`config.mk`:
```
export PLATFORM = sky130hd
export DESIGN_NAME = filename_sanitizer_stream_unit
export DESIGN_NICKNAME = d
export VERILOG_FILES = /design/src/rtl/core/fss_pkg.sv /design/src/rtl/core/fss_ram.sv /design/src/rtl/core/fss_cmd_fifo.sv /design/src/rtl/core/fss_front.sv /design/src/rtl/core/fss_back.sv /design/src/rtl/core/filename_sanitizer_stream_unit.sv
export SDC_FILE = /design/constraint.sdc
export NUM_CORES = 1
export LEC_CHECK = 0
export BUFFER_PORTS_ARGS = -buffer_cell sky130_fd_sc_hd__clkbuf_2
export CAP_MARGIN = 20
export CORE_MARGIN = 8
export CORE_UTILIZATION = 32
export DETAILED_ROUTE_END_ITERATION = 7
export GPL_ROUTABILITY_DRIVEN = 0
export PLACE_DENSITY_LB_ADDON = 0.3
export SLEW_MARGIN = 20
export SYNTH_ARGS = -nofsm -noshare
export SYNTH_HDL_FRONTEND = slang
export SYNTH_SLANG_ARGS = --single-unit
export TNS_END_PERCENT = 20
```
`constraint.sdc`:
```
create_clock -name clk_i -period 7.03 [get_ports clk_i]
set_clock_uncertainty 0.15 [all_clocks]
set_input_delay 1.0545 -clock clk_i [delete_from_list [all_inputs] [get_ports clk_i]]
set_output_delay 1.0545 -clock clk_i [all_outputs]
set_load 0.005 [all_outputs]
```
`src/rtl/core/fss_pkg.sv`:
```
// Types, constants and byte classification for the filename sanitizer.
package fss_pkg;

  localparam int unsigned ExtMaxDef = 32;
  localparam int unsigned CmdDepth  = 4;
  // Segment counts hold up to the largest supported extension length (63).
  localparam int unsigned CntW      = 6;

  localparam logic [7:0] ChrUnder   = 8'h5F;
  localparam logic [7:0] ChrSpace   = 8'h20;
  localparam logic [7:0] ChrDash    = 8'h2D;
  localparam logic [7:0] ChrDot     = 8'h2E;
  localparam logic [7:0] CaseOffset = 8'h20;

  typedef struct packed {
    logic [7:0] char_in;
    logic       keep_extension;
    logic       last_in;
  } fss_in_t;

  typedef struct packed {
    logic [7:0] char_out;
    logic       char_valid;
    logic       run_end;
    logic       name_end;
    logic       ext_overflow;
  } fss_out_t;

  // One command per input byte that has work for the back end.
  typedef struct packed {
    logic [7:0]      ch;
    logic            flush;      // sanitize buffered segment first
    logic            san;        // sanitize ch
    logic            raw;        // emit '.' and buffer raw
    logic            last;
    logic            ovf;
    logic [CntW-1:0] flush_cnt;
    logic [CntW-1:0] raw_cnt;
  } fss_cmd_t;

  typedef struct packed {
    logic       keep;
    logic       sep;
    logic [7:0] folded;
  } fss_cls_t;

  function automatic fss_cls_t fss_classify(logic [7:0] c);
    fss_cls_t r;
    logic     upper;
    upper    = (c >= 8'h41) && (c <= 8'h5A);
    r.keep   = upper || ((c >= 8'h61) && (c <= 8'h7A)) || ((c >= 8'h30) && (c <= 8'h39));
    r.sep    = (c == ChrUnder) || (c == ChrSpace) || (c == ChrDash) || (c == ChrDot);
    r.folded = upper ? c + CaseOffset : c;
    return r;
  endfunction

endpackage

```
`src/rtl/core/fss_ram.sv`:
```
// Generic single-write, single-read RAM with registered read data.
module fss_ram #(
  parameter int unsigned Width = 8,
  parameter int unsigned Depth = 32
) (
  input  logic                     clk_i,
  input  logic                     we_i,
  input  logic [$clog2(Depth)-1:0] waddr_i,
  input  logic [Width-1:0]         wdata_i,
  input  logic [$clog2(Depth)-1:0] raddr_i,
  output logic [Width-1:0]         rdata_o
);

  logic [Width-1:0] mem [Depth];
  logic [Width-1:0] rdata_q;

  always_ff @(posedge clk_i) begin
    if (we_i) begin
      mem[waddr_i] <= wdata_i;
    end
    rdata_q <= mem[raddr_i];
  end

  assign rdata_o = rdata_q;

endmodule

```
`src/rtl/core/fss_cmd_fifo.sv`:
```
// Small command queue between the classifier and the emitter.
module fss_cmd_fifo #(
  parameter int unsigned Depth = fss_pkg::CmdDepth
) (
  input  logic             clk_i,
  input  logic             rst_ni,
  input  logic             push_i,
  input  fss_pkg::fss_cmd_t data_i,
  input  logic             pop_i,
  output fss_pkg::fss_cmd_t data_o,
  output logic             empty_o,
  output logic             full_o
);
  import fss_pkg::*;

  localparam int unsigned PtrW = (Depth > 1) ? $clog2(Depth) : 1;
  localparam int unsigned CntFW = $clog2(Depth + 1);

  fss_cmd_t         mem_q [Depth];
  logic [PtrW-1:0]  wr_ptr_q, rd_ptr_q;
  logic [CntFW-1:0] count_q;

  assign empty_o = (count_q == '0);
  assign full_o  = (count_q == CntFW'(Depth));
  assign data_o  = mem_q[rd_ptr_q];

  always_ff @(posedge clk_i) begin
    if (push_i) begin
      mem_q[wr_ptr_q] <= data_i;
    end
  end

  always_ff @(posedge clk_i or negedge rst_ni) begin
    if (!rst_ni) begin
      wr_ptr_q <= '0;
      rd_ptr_q <= '0;
      count_q  <= '0;
    end else begin
      if (push_i) begin
        wr_ptr_q <= (wr_ptr_q == PtrW'(Depth - 1)) ? '0 : wr_ptr_q + PtrW'(1);
      end
      if (pop_i) begin
        rd_ptr_q <= (rd_ptr_q == PtrW'(Depth - 1)) ? '0 : rd_ptr_q + PtrW'(1);
      end
      if (push_i && !pop_i) begin
        count_q <= count_q + CntFW'(1);
      end else if (pop_i && !push_i) begin
        count_q <= count_q - CntFW'(1);
      end
    end
  end

endmodule

```
`src/rtl/core/fss_front.sv`:
```
// Front end: accepts input bytes, tracks the extension segment, buffers it, queues commands.
module fss_front #(
  parameter int unsigned ExtMax = fss_pkg::ExtMaxDef
) (
  input  logic                      clk_i,
  input  logic                      rst_ni,
  input  logic                      in_valid_i,
  output logic                      in_ready_o,
  input  fss_pkg::fss_in_t          in_data_i,
  output logic                      push_o,
  output fss_pkg::fss_cmd_t         cmd_o,
  input  logic                      fifo_full_i,
  output logic                      wr_en_o,
  output logic [$clog2(ExtMax)-1:0] wr_addr_o,
  output logic [7:0]                wr_data_o,
  input  logic                      rd_done_i
);
  import fss_pkg::*;

  localparam int unsigned AddrW = $clog2(ExtMax);

  logic            start_q, keep_q, seg_q, ovf_q, rd_pend_q;
  logic [CntW-1:0] cnt_q;

  logic            acc, keep_eff, seg, ovf, seg_n, ovf_n, is_dot, wr_req;
  logic [CntW-1:0] cnt, cnt_n;
  fss_cmd_t        cmd;

  // A queued command that reads the buffer blocks input until it is done.
  assign in_ready_o = !rd_pend_q && !fifo_full_i;
  assign acc        = in_valid_i && in_ready_o;

  always_comb begin
    keep_eff = start_q ? in_data_i.keep_extension : keep_q;
    seg      = start_q ? 1'b0 : seg_q;
    cnt      = start_q ? '0 : cnt_q;
    ovf      = start_q ? 1'b0 : ovf_q;
    is_dot   = (in_data_i.char_in == ChrDot);
    seg_n    = seg;
    cnt_n    = cnt;
    ovf_n    = ovf;
    wr_req   = 1'b0;

    cmd           = '0;
    cmd.ch        = in_data_i.char_in;
    cmd.last      = in_data_i.last_in;
    cmd.flush_cnt = cnt;

    if (seg) begin
      if (is_dot) begin
        cmd.flush = 1'b1;
        cnt_n     = '0;
      end else if (cnt >= CntW'(ExtMax)) begin
        // segment too long: the dot becomes a separator
        ovf_n     = 1'b1;
        cmd.flush = 1'b1;
        cmd.san   = 1'b1;
        seg_n     = 1'b0;
        cnt_n     = '0;
      end else begin
        wr_req = 1'b1;
        cnt_n  = cnt + CntW'(1);
      end
    end else if (keep_eff && is_dot) begin
      seg_n = 1'b1;
      cnt_n = '0;
    end else begin
      cmd.san = 1'b1;
    end

    cmd.ovf = ovf_n;

    if (in_data_i.last_in) begin
      cmd.raw     = seg_n;
      cmd.raw_cnt = cnt_n;
      seg_n       = 1'b0;
      cnt_n       = '0;
    end
  end

  assign cmd_o     = cmd;
  assign push_o    = acc && (cmd.flush || cmd.san || cmd.last);
  assign wr_en_o   = acc && wr_req;
  assign wr_addr_o = cnt[AddrW-1:0];
  assign wr_data_o = in_data_i.char_in;

  always_ff @(posedge clk_i or negedge rst_ni) begin
    if (!rst_ni) begin
      start_q   <= 1'b1;
      keep_q    <= 1'b0;
      seg_q     <= 1'b0;
      ovf_q     <= 1'b0;
      cnt_q     <= '0;
      rd_pend_q <= 1'b0;
    end else begin
      if (acc) begin
        start_q <= in_data_i.last_in;
        keep_q  <= keep_eff;
        seg_q   <= seg_n;
        ovf_q   <= ovf_n;
        cnt_q   <= cnt_n;
      end
      if (push_o && (cmd.flush || cmd.raw)) begin
        rd_pend_q <= 1'b1;
      end else if (rd_done_i) begin
        rd_pend_q <= 1'b0;
      end
    end
  end

endmodule

```
`src/rtl/core/fss_back.sv`:
```
// Back end: runs queued commands, sanitizes or copies bytes, drives the result register.
module fss_back #(
  parameter int unsigned ExtMax = fss_pkg::ExtMaxDef
) (
  input  logic                      clk_i,
  input  logic                      rst_ni,
  input  fss_pkg::fss_cmd_t         cmd_i,
  input  logic                      cmd_valid_i,
  output logic                      pop_o,
  output logic [$clog2(ExtMax)-1:0] rd_addr_o,
  input  logic [7:0]                rd_data_i,
  output logic                      rd_done_o,
  output logic                      out_valid_o,
  input  logic                      out_ready_i,
  output fss_pkg::fss_out_t         out_data_o
);
  import fss_pkg::*;

  localparam int unsigned AddrW = $clog2(ExtMax);

  typedef enum logic [5:0] {
    S_IDLE  = 6'b000001,
    S_BYTE  = 6'b000010,
    S_FETCH = 6'b000100,
    S_PROC  = 6'b001000,
    S_DOT   = 6'b010000,
    S_END   = 6'b100000
  } fss_state_e;

  fss_state_e      state_q, state_d;
  fss_cmd_t        cmd_q, cmd_d;
  logic [CntW-1:0] idx_q, idx_d, idx_inc;
  logic            raw_mode_q, raw_mode_d;
  logic            sep_done_q, sep_done_d;
  logic            emitted_q, emitted_d;
  logic            pend_q, pend_d;
  logic            hold_v_q, hold_v_d;
  logic [7:0]      hold_ch_q, hold_ch_d;
  logic            out_valid_q, out_valid_d;
  fss_out_t        out_q, out_d;

  logic            out_free, prod, san_sep;
  logic [7:0]      prod_ch, san_src;
  fss_cls_t        cls;

  function automatic fss_state_e after_flush(fss_cmd_t c);
    if (c.san) begin
      return S_BYTE;
    end else if (c.raw) begin
      return S_DOT;
    end
    return S_END;
  endfunction

  assign out_free  = !out_valid_q || out_ready_i;
  assign rd_addr_o = idx_q[AddrW-1:0];
  assign idx_inc   = idx_q + CntW'(1);
  assign san_src   = (state_q == S_BYTE) ? cmd_q.ch : rd_data_i;
  assign cls       = fss_classify(san_src);
  // separator goes out first, then the kept character
  assign san_sep   = cls.keep && pend_q && emitted_q && !sep_done_q;

  always_comb begin
    state_d     = state_q;
    cmd_d       = cmd_q;
    idx_d       = idx_q;
    raw_mode_d  = raw_mode_q;
    sep_done_d  = sep_done_q;
    emitted_d   = emitted_q;
    pend_d      = pend_q;
    hold_v_d    = hold_v_q;
    hold_ch_d   = hold_ch_q;
    out_valid_d = out_valid_q && !out_ready_i;
    out_d       = out_q;
    pop_o       = 1'b0;
    rd_done_o   = 1'b0;
    prod        = 1'b0;
    prod_ch     = '0;

    unique case (state_q)
      S_IDLE: begin
        if (cmd_valid_i) begin
          pop_o      = 1'b1;
          cmd_d      = cmd_i;
          idx_d      = '0;
          raw_mode_d = 1'b0;
          sep_done_d = 1'b0;
          if (cmd_i.flush) begin
            pend_d = 1'b1;
          end
          state_d = (cmd_i.flush && cmd_i.flush_cnt != '0) ? S_FETCH : after_flush(cmd_i);
        end
      end
      S_BYTE, S_PROC: begin
        if (out_free) begin
          if (state_q == S_PROC && raw_mode_q) begin
            prod    = 1'b1;
            prod_ch = rd_data_i;
            idx_d   = idx_inc;
            state_d = (idx_inc == cmd_q.raw_cnt) ? S_END : S_FETCH;
          end else begin
            prod    = cls.keep;
            prod_ch = san_sep ? ChrUnder : cls.folded;
            if (san_sep) begin
              sep_done_d = 1'b1;
            end else begin
              sep_done_d = 1'b0;
              if (cls.keep) begin
                emitted_d = 1'b1;
                pend_d    = 1'b0;
              end else if (cls.sep) begin
                pend_d = 1'b1;
              end
              if (state_q == S_BYTE) begin
                state_d = S_END;
              end else begin
                idx_d   = idx_inc;
                state_d = (idx_inc == cmd_q.flush_cnt) ? after_flush(cmd_q) : S_FETCH;
              end
            end
          end
        end
      end
      S_FETCH: begin
        state_d = S_PROC;
      end
      S_DOT: begin
        if (out_free) begin
          prod       = 1'b1;
          prod_ch    = ChrDot;
          idx_d      = '0;
          raw_mode_d = 1'b1;
          state_d    = (cmd_q.raw_cnt != '0) ? S_FETCH : S_END;
        end
      end
      S_END: begin
        if (out_free) begin
          if (hold_v_q) begin
            out_valid_d = 1'b1;
            out_d       = '{char_out: hold_ch_q, char_valid: 1'b1, run_end: 1'b1,
                            name_end: cmd_q.last, ext_overflow: cmd_q.ovf};
            hold_v_d    = 1'b0;
          end else if (cmd_q.last) begin
            out_valid_d = 1'b1;
            out_d       = '{char_out: 8'h00, char_valid: 1'b0, run_end: 1'b1,
                            name_end: 1'b1, ext_overflow: cmd_q.ovf};
          end
          if (cmd_q.last) begin
            emitted_d = 1'b0;
            pend_d    = 1'b0;
          end
          rd_done_o = cmd_q.flush || cmd_q.raw;
          state_d   = S_IDLE;
          if (cmd_valid_i) begin
            pop_o      = 1'b1;
            cmd_d      = cmd_i;
            idx_d      = '0;
            raw_mode_d = 1'b0;
            sep_done_d = 1'b0;
            if (cmd_i.flush) begin
              pend_d = 1'b1;
            end
            state_d = (cmd_i.flush && cmd_i.flush_cnt != '0) ? S_FETCH : after_flush(cmd_i);
          end
        end
      end
      default: begin
        state_d = S_IDLE;
      end
    endcase

    // one result is held back so the last one of a byte can carry run_end
    if (prod) begin
      if (hold_v_q) begin
        out_valid_d = 1'b1;
        out_d       = '{char_out: hold_ch_q, char_valid: 1'b1, run_end: 1'b0,
                        name_end: 1'b0, ext_overflow: cmd_q.ovf};
      end
      hold_v_d  = 1'b1;
      hold_ch_d = prod_ch;
    end
  end

  always_ff @(posedge clk_i) begin
    cmd_q     <= cmd_d;
    idx_q     <= idx_d;
    hold_ch_q <= hold_ch_d;
    out_q     <= out_d;
  end

  always_ff @(posedge clk_i or negedge rst_ni) begin
    if (!rst_ni) begin
      state_q     <= S_IDLE;
      raw_mode_q  <= 1'b0;
      sep_done_q  <= 1'b0;
      emitted_q   <= 1'b0;
      pend_q      <= 1'b0;
      hold_v_q    <= 1'b0;
      out_valid_q <= 1'b0;
    end else begin
      state_q     <= state_d;
      raw_mode_q  <= raw_mode_d;
      sep_done_q  <= sep_done_d;
      emitted_q   <= emitted_d;
      pend_q      <= pend_d;
      hold_v_q    <= hold_v_d;
      out_valid_q <= out_valid_d;
    end
  end

  assign out_valid_o = out_valid_q;
  assign out_data_o  = out_q;

endmodule

```
`src/rtl/core/filename_sanitizer_stream_unit.sv`:
```
// Top level of the streaming file-name sanitizer.
//
// Input channel (in_valid_i / in_ready_o / in_data_i): one raw byte of a name per
// transfer, last_in on the final byte; keep_extension is sampled on the first byte.
// Output channel (out_valid_o / out_ready_i / out_data_o): one sanitized byte per
// transfer; run_end closes the results of one input byte, name_end closes the name,
// and an empty name yields a single transfer with char_valid low.
// The emitter takes a plain byte through its byte state, with an extra step when a
// separator goes out ahead of it. It walks the segment buffer one entry at a time
// through a fetch and a process state, so a dot flush or the raw extension at name
// end is paced by the single RAM read port.
// While such a buffer walk is queued or running the input is held off.
// The first result of a byte waits behind any queued work, and one result is held
// back so that the last one of a byte can carry run_end.
// A 4-entry command queue decouples intake from emission, so input keeps flowing
// while the output is stalled until the queue fills; a stalled result holds steady.
// Reset: asynchronous, active low; clears all control state, the next byte
// starts a new name. The segment RAM needs no clearing.
module filename_sanitizer_stream_unit #(
  parameter int unsigned ExtMax = fss_pkg::ExtMaxDef
) (
  input  logic              clk_i,
  input  logic              rst_ni,
  input  logic              in_valid_i,
  output logic              in_ready_o,
  input  fss_pkg::fss_in_t  in_data_i,
  output logic              out_valid_o,
  input  logic              out_ready_i,
  output fss_pkg::fss_out_t out_data_o
);
  import fss_pkg::*;

  localparam int unsigned AddrW = $clog2(ExtMax);

  logic             push, pop, fifo_empty, fifo_full, rd_done, wr_en;
  fss_cmd_t         cmd_in, cmd_head;
  logic [AddrW-1:0] wr_addr, rd_addr;
  logic [7:0]       wr_data, rd_data;

  // Front: classify bytes, buffer the extension segment, queue work.
  fss_front #(.ExtMax(ExtMax)) u_front (
    .clk_i       (clk_i),
    .rst_ni      (rst_ni),
    .in_valid_i  (in_valid_i),
    .in_ready_o  (in_ready_o),
    .in_data_i   (in_data_i),
    .push_o      (push),
    .cmd_o       (cmd_in),
    .fifo_full_i (fifo_full),
    .wr_en_o     (wr_en),
    .wr_addr_o   (wr_addr),
    .wr_data_o   (wr_data),
    .rd_done_i   (rd_done)
  );

  fss_cmd_fifo #(.Depth(CmdDepth)) u_fifo (
    .clk_i   (clk_i),
    .rst_ni  (rst_ni),
    .push_i  (push),
    .data_i  (cmd_in),
    .pop_i   (pop),
    .data_o  (cmd_head),
    .empty_o (fifo_empty),
    .full_o  (fifo_full)
  );

  // Segment buffer: written by the front, read by the back end.
  fss_ram #(.Width(8), .Depth(ExtMax)) u_seg_ram (
    .clk_i   (clk_i),
    .we_i    (wr_en),
    .waddr_i (wr_addr),
    .wdata_i (wr_data),
    .raddr_i (rd_addr),
    .rdata_o (rd_data)
  );

  // Back: execute commands and drive the output register.
  fss_back #(.ExtMax(ExtMax)) u_back (
    .clk_i       (clk_i),
    .rst_ni      (rst_ni),
    .cmd_i       (cmd_head),
    .cmd_valid_i (!fifo_empty),
    .pop_o       (pop),
    .rd_addr_o   (rd_addr),
    .rd_data_i   (rd_data),
    .rd_done_o   (rd_done),
    .out_valid_o (out_valid_o),
    .out_ready_i (out_ready_i),
    .out_data_o  (out_data_o)
  );

endmodule

```
# Yosys cells after proc, flatten, opt, wreduce, memory -nomap -nowiden
# Memories as Yosys holds them, arrays and structs flattened. A register that Yosys moved wholly into a read port is not among the register bits.
# Index checks and enable logic that the tools add are counted.
word_totals:
  ff_bits: 81
  mem_count: 2
  ramBits: 356
  input_bits: 14
  word_cells: 272
  out_inout_bits: 14
mem_list:
  columns: ["name", "depth", "width", "read_ports", "rd_ports_with_merged_regs", "wr", "line_no", "text"]
  rows:
  - ["u_seg_ram.mem", 32, 8, 1, 1, 1, "fss_ram.sv:14", "logic [Width-1:0] mem [Depth];"]
  - ["u_fifo.mem_q", 4, 25, 1, 0, 1, "fss_cmd_fifo.sv:19", "fss_cmd_t mem_q [Depth];"]
classes:
  n_eq_ne: 28
  addsub: 7
  n_reduce_logical: 55
  magnitude_cmp: 7
  n_mux: 142
op_table:
  columns: ["cell", "n"]
  rows:
  - ["6-bit two-way mux", 35]
  - ["1-bit two-way mux", 79]
  - ["12-bit two-way mux", 6]
  - ["25-bit two-way mux", 2]
  - ["25-bit one-hot mux with 2 select lines", 1]
  - ["8-bit two-way mux", 5]
  - ["8-bit by 6-bit equality test with 1-bit output, second input constant", 4]
  - ["6-bit one-hot mux with 5 select lines", 1]
  - ["6-bit one-hot mux with 4 select lines", 1]
  - ["1-bit logical AND", 17]
  - ["8-bit by 7-bit >= comparator with 1-bit output, second input constant", 2]
  - ["8-bit by 7-bit <= comparator with 1-bit output, second input constant", 2]
  - ["8-bit one-hot mux with 2 select lines", 1]
  - ["6-bit by 1-bit adder with 6-bit output, second input constant", 2]
  - ["6-bit equality test", 2]
  - ["2-bit by 1-bit != test with 1-bit output, second input constant", 6]
  - ["2-bit nonzero test", 6]
  - ["6-bit nonzero test", 2]
  - ["1-bit logical OR", 10]
  - ["1-bit one-hot mux with 3 select lines", 3]
  - ["8-bit by 6-bit adder with 8-bit output, second input constant", 1]
  - ["8-bit by 7-bit equality test with 1-bit output, second input constant", 1]
  - ["8-bit by 6-bit >= comparator with 1-bit output, second input constant", 1]
  - ["8-bit by 6-bit <= comparator with 1-bit output, second input constant", 1]
  - ["30 further kinds", 48]

# Logic depth before layout (Yosys ltp)
# Gate-level depths: netlist of the first run.
depth:
  ltp_word: 20
  mapped_depth: 15
  mapped_depth_nobuf: 13

# Cells and area by module
# Synthesis of the first run repeated with hierarchy kept, for this count alone.
hier_totals:
  hier_cells: 1057
  area_unflattened_um2: 18725.5
modules_own_cells:
  columns: ["mod", "area_each_um2", "cells_each", "instances", "seq_area_each_um2"]
  rows:
  - ["fss_ram", 10053.4, 417, 1, 7847.5]
  - ["fss_cmd_fifo", 4071.4, 168, 1, 3178.0]
  - ["fss_back", 3548.4, 349, 1, 1712.9]
  - ["fss_front", 1048.5, 122, 1, 276.5]
  - ["filename_sanitizer_stream_unit", 3.8, 1, 1, 0.0]

# Worst setup path before layout of the first run
# OpenSTA, ideal clock, no wires.
synth_timing:
  kind: "input -> register"
  startpoint: "input in_data_i[6] (netlist name)"
  endpoint: "register u_fifo.count_q[1]"
  arrival_time_ns: 3.666
  slack_ns: 3.090
  required_time_ns: 6.755
  n_path_buf: 0
  stages: 11
  path_cell_list: "nand2b_1 nor4_2 o21ai_0 a21oi_1 a31oi_1 o31ai_1 inv_1 ha_1 inv_1 fa_1 mux2_2"
synth_lines:
  columns: ["item", "line_no", "text"]
  rows:
  - ["start, declared", "filename_sanitizer_stream_unit.sv:26", "input fss_pkg::fss_in_t in_data_i,"]
  - ["end signal, assigned", "fss_cmd_fifo.sv:46", "count_q <= count_q + CntFW'(1);"]
  - ["end signal, assigned", "fss_cmd_fifo.sv:48", "count_q <= count_q - CntFW'(1);"]
  - ["end, declared", "fss_cmd_fifo.sv:21", "logic [CntFW-1:0] count_q;"]

# Worst setup path in the final report of the first run
layout_timing:
  startpoint: "register u_back.state_q[3]"
  endpoint: "register u_back.state_q[1]"
layout_via:
  elab_chain_cells: 11
  word_cells_on_any_way: 34
  classes_between: "6 x order compare; 11 x eq/ne; 6 x mux; 11 x reduce/logical"
layout_lines:
  columns: ["item", "line_no", "text"]
  rows:
  - ["start, declared", "fss_back.sv:30", "fss_state_e state_q, state_d;"]
  - ["start signal, assigned", "fss_back.sv:201", "state_q <= state_d;"]
  - ["6-bit by 2-bit equality test with 1-bit output", "fss_back.sv:58, fss_back.sv:80, fss_back.sv:114", null]
  - ["8-bit two-way mux", "fss_back.sv:58", "assign san_src = (state_q == S_BYTE) ? cmd_q.ch : rd_data_i;"]
  - ["8-bit by 7-bit >= comparator with 1-bit output (tied with other cells)", "fss_pkg.sv:50", "upper = (c >= 8'h41) && (c <= 8'h5A);"]
  - ["1-bit logical AND, on equally long branches", "fss_pkg.sv:50, fss_pkg.sv:51", null]
  - ["1-bit logical OR (2 in a row)", "fss_pkg.sv:51", "r.keep = upper || ((c >= 8'h61) && (c <= 8'h7A)) || ((c >= 8'h30) && (c <= 8'h39));"]
  - ["1-bit logical AND (3 in a row)", "fss_back.sv:61", "assign san_sep = cls.keep && pend_q && emitted_q && !sep_done_q;"]
  - ["3-bit != test (no source line)", null, null]
  - ["5-bit AND reduction (no source line)", null, null]
# Parallel ways exist; a longest one is shown, timed or not. The select of a mux whose other input is x is not followed.
# A chain may end at the register's enable or synchronous reset.

==> results of run 1 <==
==> layer usage <==
metal,vias to the layer above,GRT usage [%],part of all wire [%]
li1,4354,-,-
met2,270,19.94,49
met3,57,2.868,5.6
met5,-,0,0
met1,4995,15.91,44
met4,0,3.425,2.0
==> worst max-delay path: stages (launching register included) <==
cell and delay (ns):
dfrtp_1 0.52, or4b_1 0.78, nor2_4 0.37, mux2i_1 0.31, ha_1 0.20, and3b_1 0.16, nand4_1 0.09, o41a_1 0.16
a311oi_2 0.59, o31ai_2 0.29, o31ai_4 0.35, mux2_1 0.35
==> Yosys cell counts, types with 4 or more instances <==
library cell / instances / area [um^2]
mux4_2: 105 / 2365
and3_1: 5 / 31.28
buf_1: 8 / 30.03
nor3_1: 9 / 45.04
o21ai_0: 29 / 145.1
inv_1: 23 / 86.33
nand3_1: 12 / 60.06
a21oi_1: 26 / 130.1
clkbuf_1: 32 / 120.1
dfrtp_1: 28 / 700.7
mux2i_1: 5 / 50.05
ha_1: 13 / 162.7
nor4_1: 7 / 43.79
edfxtp_1: 395 / 11860
nor4b_1: 5 / 43.79
a21o_1: 4 / 30.03
nand2_1: 68 / 255.2
xor2_1: 12 / 105.1
o211ai_1: 10 / 75.07
and2_1: 8 / 50.05
or4_1: 8 / 60.06
o22ai_1: 4 / 25.02
or3_1: 4 / 25.02
a31oi_1: 9 / 56.30
nand4_1: 12 / 75.07
dfxtp_1: 20 / 400.4
nor2_1: 81 / 304.0
nor2b_1: 6 / 37.54
a22o_1: 7 / 61.31
xnor2_1: 10 / 87.58
mux2_2: 12 / 135.1
buf_2: 9 / 45.04
==> kinds of logic after synthesis <==
logic type | Yosys count
AO/OA/AOI/OAI | 130
XOR/XNOR | 23
adder cells (fa/ha/maj) | 14
buffers and inverters | 75
flip-flops | 445
multiplexers | 125
AND/OR/NAND/NOR | 250
==> worst paths after layout <==
| check | end | slack [ns] | cells after the start |
|---|---|---|---|
| min reg2reg | u_back.out_data_o[10] | 0.31 | 2 |
| max reg2reg | u_back.state_q[1] | 2.58 | 11 |
| max | u_back.state_q[1] | 2.58 | 11 |
| min in group asynchronous | u_back.state_q[4] | 0.44 | 1 |
| max in group asynchronous | u_fifo.rd_ptr_q[0] | 5.67 | 1 |
| min | u_back.out_data_o[10] | 0.31 | 2 |
==> state kept, by name, indices dropped and copies added, names as in the netlist, 8 cells and up <==
signal	cells
u_fifo.mem_q	100
u_seg_ram.rdata_o	8
u_back.hold_ch_q	8
u_back.out_data_o	12
u_back.cmd_q	25
u_seg_ram.mem	256
==> area by class of cell <==
cell class / count / area share (%)
tap: 765 / 4.524
inverter: 23 / 0.4080
sequential: 445 / 61.52
clock inverter: 32 / 1.792
timing repair buffer: 49 / 1.437
multi-input combinational: 542 / 24.52
clock buffer: 55 / 5.801
==> power by group <==
part / total, mW / internal, mW / switching (mW) / leakage (nW)
clock network: 2.53 / 1.49 / 1.04 / 0.783
logic: 2.38 / 1.07 / 1.31 / 1.93
registers: 3.61 / 3.30 / 0.313 / 4.15
total: 8.52 / 5.86 / 2.66 / 6.86
==> flow_summary.yaml, run 1 <==
logic_synthesis:
  seq_area_frac_synth_pct: 70.32
  synth_async_sr_flop_share_pct: 6.742
  synth_top_flop_cell: "edfxtp_1"
  synth-seq-cells: 445
  synth-compound-area-share_pct: 4.989
  syn_inst: 1062
  synth-simple-area-share_pct: 6.882
  synthAdderAreaFrac_pct: 0.9870
  yosysUniqueCellTypes: 85
  avgSynthCellArea_um2: 17.43
  synthesis.area_um2: 18510
  synth_xor_area_share_pct: 1.163
  synth_edf_count: 395
  synth_top_family_by_area: "multiplexers"
  synthMuxAreaShare_pct: 13.96
  synth_nets: 1090
  yosysWarnings: 0
layout:
  final-instance-count-excl-fill: 1911
  drive_gt1_share_pct: 23.47
  multi_input_area_um2: 5189
  syn_to_final_growth_pct: 14.32
  regArea_um2: 13020
  nNetsFinal: 1137
  antennaDiodeCount: 0
  final_cell_mix: "edfxtp_1 (395), mux4_2 (105), nor2_1 (77)"
  design_area_um2: 21160
  final_common_cell: "edfxtp_1"
  fill_cells: 5318
  post-route-util_pct: 36.81
floorplan:
  pin_count: 28
  chipWidth_um: 256.5
  chipHeight_um: 256.5
  num_rows: 88
  dieArea_um2: 65790
  start_util_pct: 32.20
  core_area_um2: 57480
sta:
  fin_crit_sh_pct: 63.27
  tightest_slew_ns: 1.003
  hold_slack_ns: 0.3057
  clock.fmax_mhz: 224.8
  relSlewSlack_pct: 33.16
  finalSetupViolCount: 0
  hold_viol: 0
  min_period_ns: 4.448
  setup_ws_ns: 2.582
  final.setup.tns_ns: 0
  slew_viol_final: 0
  rsz0062_at_grt: "false"
critical_path:
  required_ns: 7.35
  reg2reg_from: "u_back.state_q[3]"
  startpoint_type: "flip-flop"
  cp-end-kind: "flip-flop"
  criticalPathCategory: "flip-flop to flip-flop"
  path_max_fanout: 12
  crit_start: "u_back.state_q[3]"
  cp.arrival_ns: 4.77
placed_design:
  dp_cells: 1823
  pre_cts_ws_ns: 2.109
  port-buffer-count: 27
  hpwl_um: 25690
  placed_cell_area_um2: 19540
drt:
  routed_via_density: 5.063
  drc: 0
  avgRoutedWirePerCell_um: 21.04
  dr.pass1.iters: 7
  routed_wl_um: 40210
  drtAntennaViolNets: 0
  vias: 9676
  drt-initial-drc-count: 719
clocking:
  cts_made_buffers: 48
  cts_sinks: 445
  cts_setup_buffers: 0
  clock-root-buffer: "clkbuf_16"
  clk_latency_ns: 0.59
  cts_buffer_depth: 3
  cts.repair.resized: 0
  path_clk_slew_ns: 0.06
  cts_tree: "yes"
  h-tree-depth: 2
  cts_hold_buf: 0
outcome:
  outcome: "finished clean"
global_route:
  grt_overflow: 0
  grt_pass1_wl_um: 62600
  grt.total_usage_pct: 12.11
  antenna_found_initial: 0
  grt_max_degree: 67
  grt_pass1_vias: 9905
power:
  p_per_area_nw_per_um2: 402.6
  vdd_drop_max_uv: 210.5
  power_leakage_nw: 6.864
  power_mw: 8.520
worst_hold_path:
  hold_class: "flip-flop to flip-flop"
  min_from: "u_back.out_data_o[10]"
run:
  drv_cap: 0
No activity file was read; power rests on OpenSTA's default activity.
==> run 2, diff against run 1 <==
clock period = 4.35 ns   (was 7.03 ns; I/O delays follow)
==> run 2 against run 1 <==
Compared with the run above:
- sequential share of layout area shrank 0.89 points
- final area is 1.5% higher
- sequential power up 63%
- wire length up 3.2%
- count of clock-buffer cells in the layout down 1
- final cell count up 2.2%
- via count is 0.73% higher
- largest cell class unchanged
- largest power group unchanged
- highest routed layer unchanged
==> flow_summary.yaml, run 2 (synthesis gave the netlist of run 1 again) <==
clocking:
  cts_buffer_depth: 3
  cts_made_buffers: 47
  cts.repair.resized: 0
  h-tree-depth: 2
  cts_sinks: 445
  cts_tree: "yes"
  clock-root-buffer: "clkbuf_16"
  cts_hold_buf: 0
  clk_latency_ns: 0.59
  path_clk_slew_ns: 0.06
  cts_setup_buffers: 0
global_route:
  grt_pass1_vias: 10050
  grt_max_degree: 48
  grt_overflow: 0
  grt_pass1_wl_um: 63600
  grt.total_usage_pct: 12.49
  antenna_found_initial: 2
layout:
  largest-register: "u_seg_ram.mem"
  fill_cells: 5308
  top_regs: "u_seg_ram.mem: 256 flops, u_fifo.mem_q: 100 flops, u_back.cmd_q: 25 flops"
  final_common_cell: "edfxtp_1"
  final_cell_mix: "edfxtp_1 (395), mux4_2 (105), nor2_1 (77)"
  nNetsFinal: 1177
  design_area_um2: 21470
  syn_to_final_growth_pct: 15.99
  drive_gt1_share_pct: 25.61
  post-route-util_pct: 37.35
  largest_register_ffs: 256
sta:
  final.setup.tns_ns: 0
  hold_viol: 0
  min_period_ns: 4.054
  clock.fmax_mhz: 246.7
  fin_crit_sh_pct: 93.19
  rsz0062_at_grt: "false"
  finalSetupViolCount: 0
  relSlewSlack_pct: 37.69
  slew_viol_final: 0
  tightest_slew_ns: 0.9291
floorplan:
  pin_count: 28
  chipHeight_um: 256.5
  num_rows: 88
  chipWidth_um: 256.5
  start_util_pct: 32.20
  dieArea_um2: 65790
  core_area_um2: 57480
run:
  drv_cap: 0
drt:
  vias: 9747
  routed_via_density: 4.991
  avgRoutedWirePerCell_um: 21.24
  drtAntennaViolNets: 0
  dr.pass1.iters: 7
  drc: 0
  routed_wl_um: 41490
  drt-initial-drc-count: 784
critical_path:
  cp-end-kind: "flip-flop"
  rrSetupSlack_ns: 0.30
  cp.arrival_ns: 4.22
  r2r-end: "u_back.hold_ch_q[0]"
  criticalPathCategory: "flip-flop to flip-flop"
  required_ns: 4.52
  path_max_fanout: 11
  reg2reg_from: "u_back.state_q[2]"
  startpoint_type: "flip-flop"
  reg2regPathDepth: 11
power:
  p_per_area_nw_per_um2: 643.3
  vdd_drop_max_uv: 280.8
  power_leakage_nw: 7.075
outcome:
  outcome: "finished clean"
placed_design:
  placed_cell_area_um2: 19890
  hpwl_um: 26320
  port-buffer-count: 27
worst_hold_path:
  hold_class: "input port to asynchronous set/reset pin"
run 2: cell types whose count changed in the layout (fill, tap and decap cells not counted), moves of 3 or more:
cell	previous run	this run
clkinv_4	3	0
clkinv_2	11	6
buf_4	21	59
clkinv_1	7	13
buf_12	0	3
run 2: worst max-delay path by stage:
| stage | cells after the start | from | end |
|---|---|---|---|
| 3_5_place_dp | 11 | u_back.state_q[2] | u_back.hold_ch_q[0] |
| 2_1_floorplan | 14 | u_back.state_q[2] | u_back.idx_q[0] |
| 5_1_grt | 11 | u_back.state_q[2] | u_back.hold_ch_q[0] |
| 4_1_cts | 11 | u_back.state_q[2] | u_back.hold_ch_q[0] |
| 6_report | 11 | u_back.state_q[2] | u_back.hold_ch_q[0] |
| 3_3_place_gp | 12 | in_data_i[6] | u_fifo.count_q[1] |
run 2: report_power, final:
part	switching (mW)	internal (mW)	leakage (nW)
clock	1.69	2.37	0.755
sequential	0.547	5.32	4.15
combinational	2.07	1.81	2.17
run 2: layout make-up:
type                            instances  area, um^2  area share [%]
Clock inverter                         33       351.6           1.638
Antenna cell                            1       2.502         0.01166
Sequential cell                       445       13020           60.63
Inverter                               23       86.33          0.4021
Clock buffer                           54        1212           5.647
Tap cell                              765       957.2           4.459
Multi-Input combinational cell        542        5189           24.17
Timing Repair Buffer                   90       653.1           3.042
run 2: metrics by stage:
stage               std cells  hold WS (ns)  total power [mW]  setup slack (ns)
floorplan                1062        0.2069             8.559            0.5454
global placement         1864        0.2928             9.840            0.3922
detailed placement       1864        0.2978             9.886            0.3228
CTS                      1951       0.03496             13.99            0.3145
global route             1952       0.08673             14.53           0.07052
finish                   1953       0.04405             13.81            0.2962
run 2: critical path, cell delays in order (launching register included):
cell and delay [ns]:
dfrtp_1 0.47, or4b_1 0.76, o21ai_2 0.29, nand2_1 0.11, ha_1 0.21, and3b_1 0.18, nand4_1 0.09, o41a_1 0.17
a311oi_2 0.12, o31ai_2 0.77, a21oi_1 0.20, o221a_2 0.30
run 2: layer usage:
metal  track usage (%)  vias up  part of all wire (%)
met3             2.043       54                   3.7
met2             20.59      200                    49
met5                 0        -                     0
met1             16.91     5057                    45
li1                  -     4436                     -
met4             3.708        0                   2.4
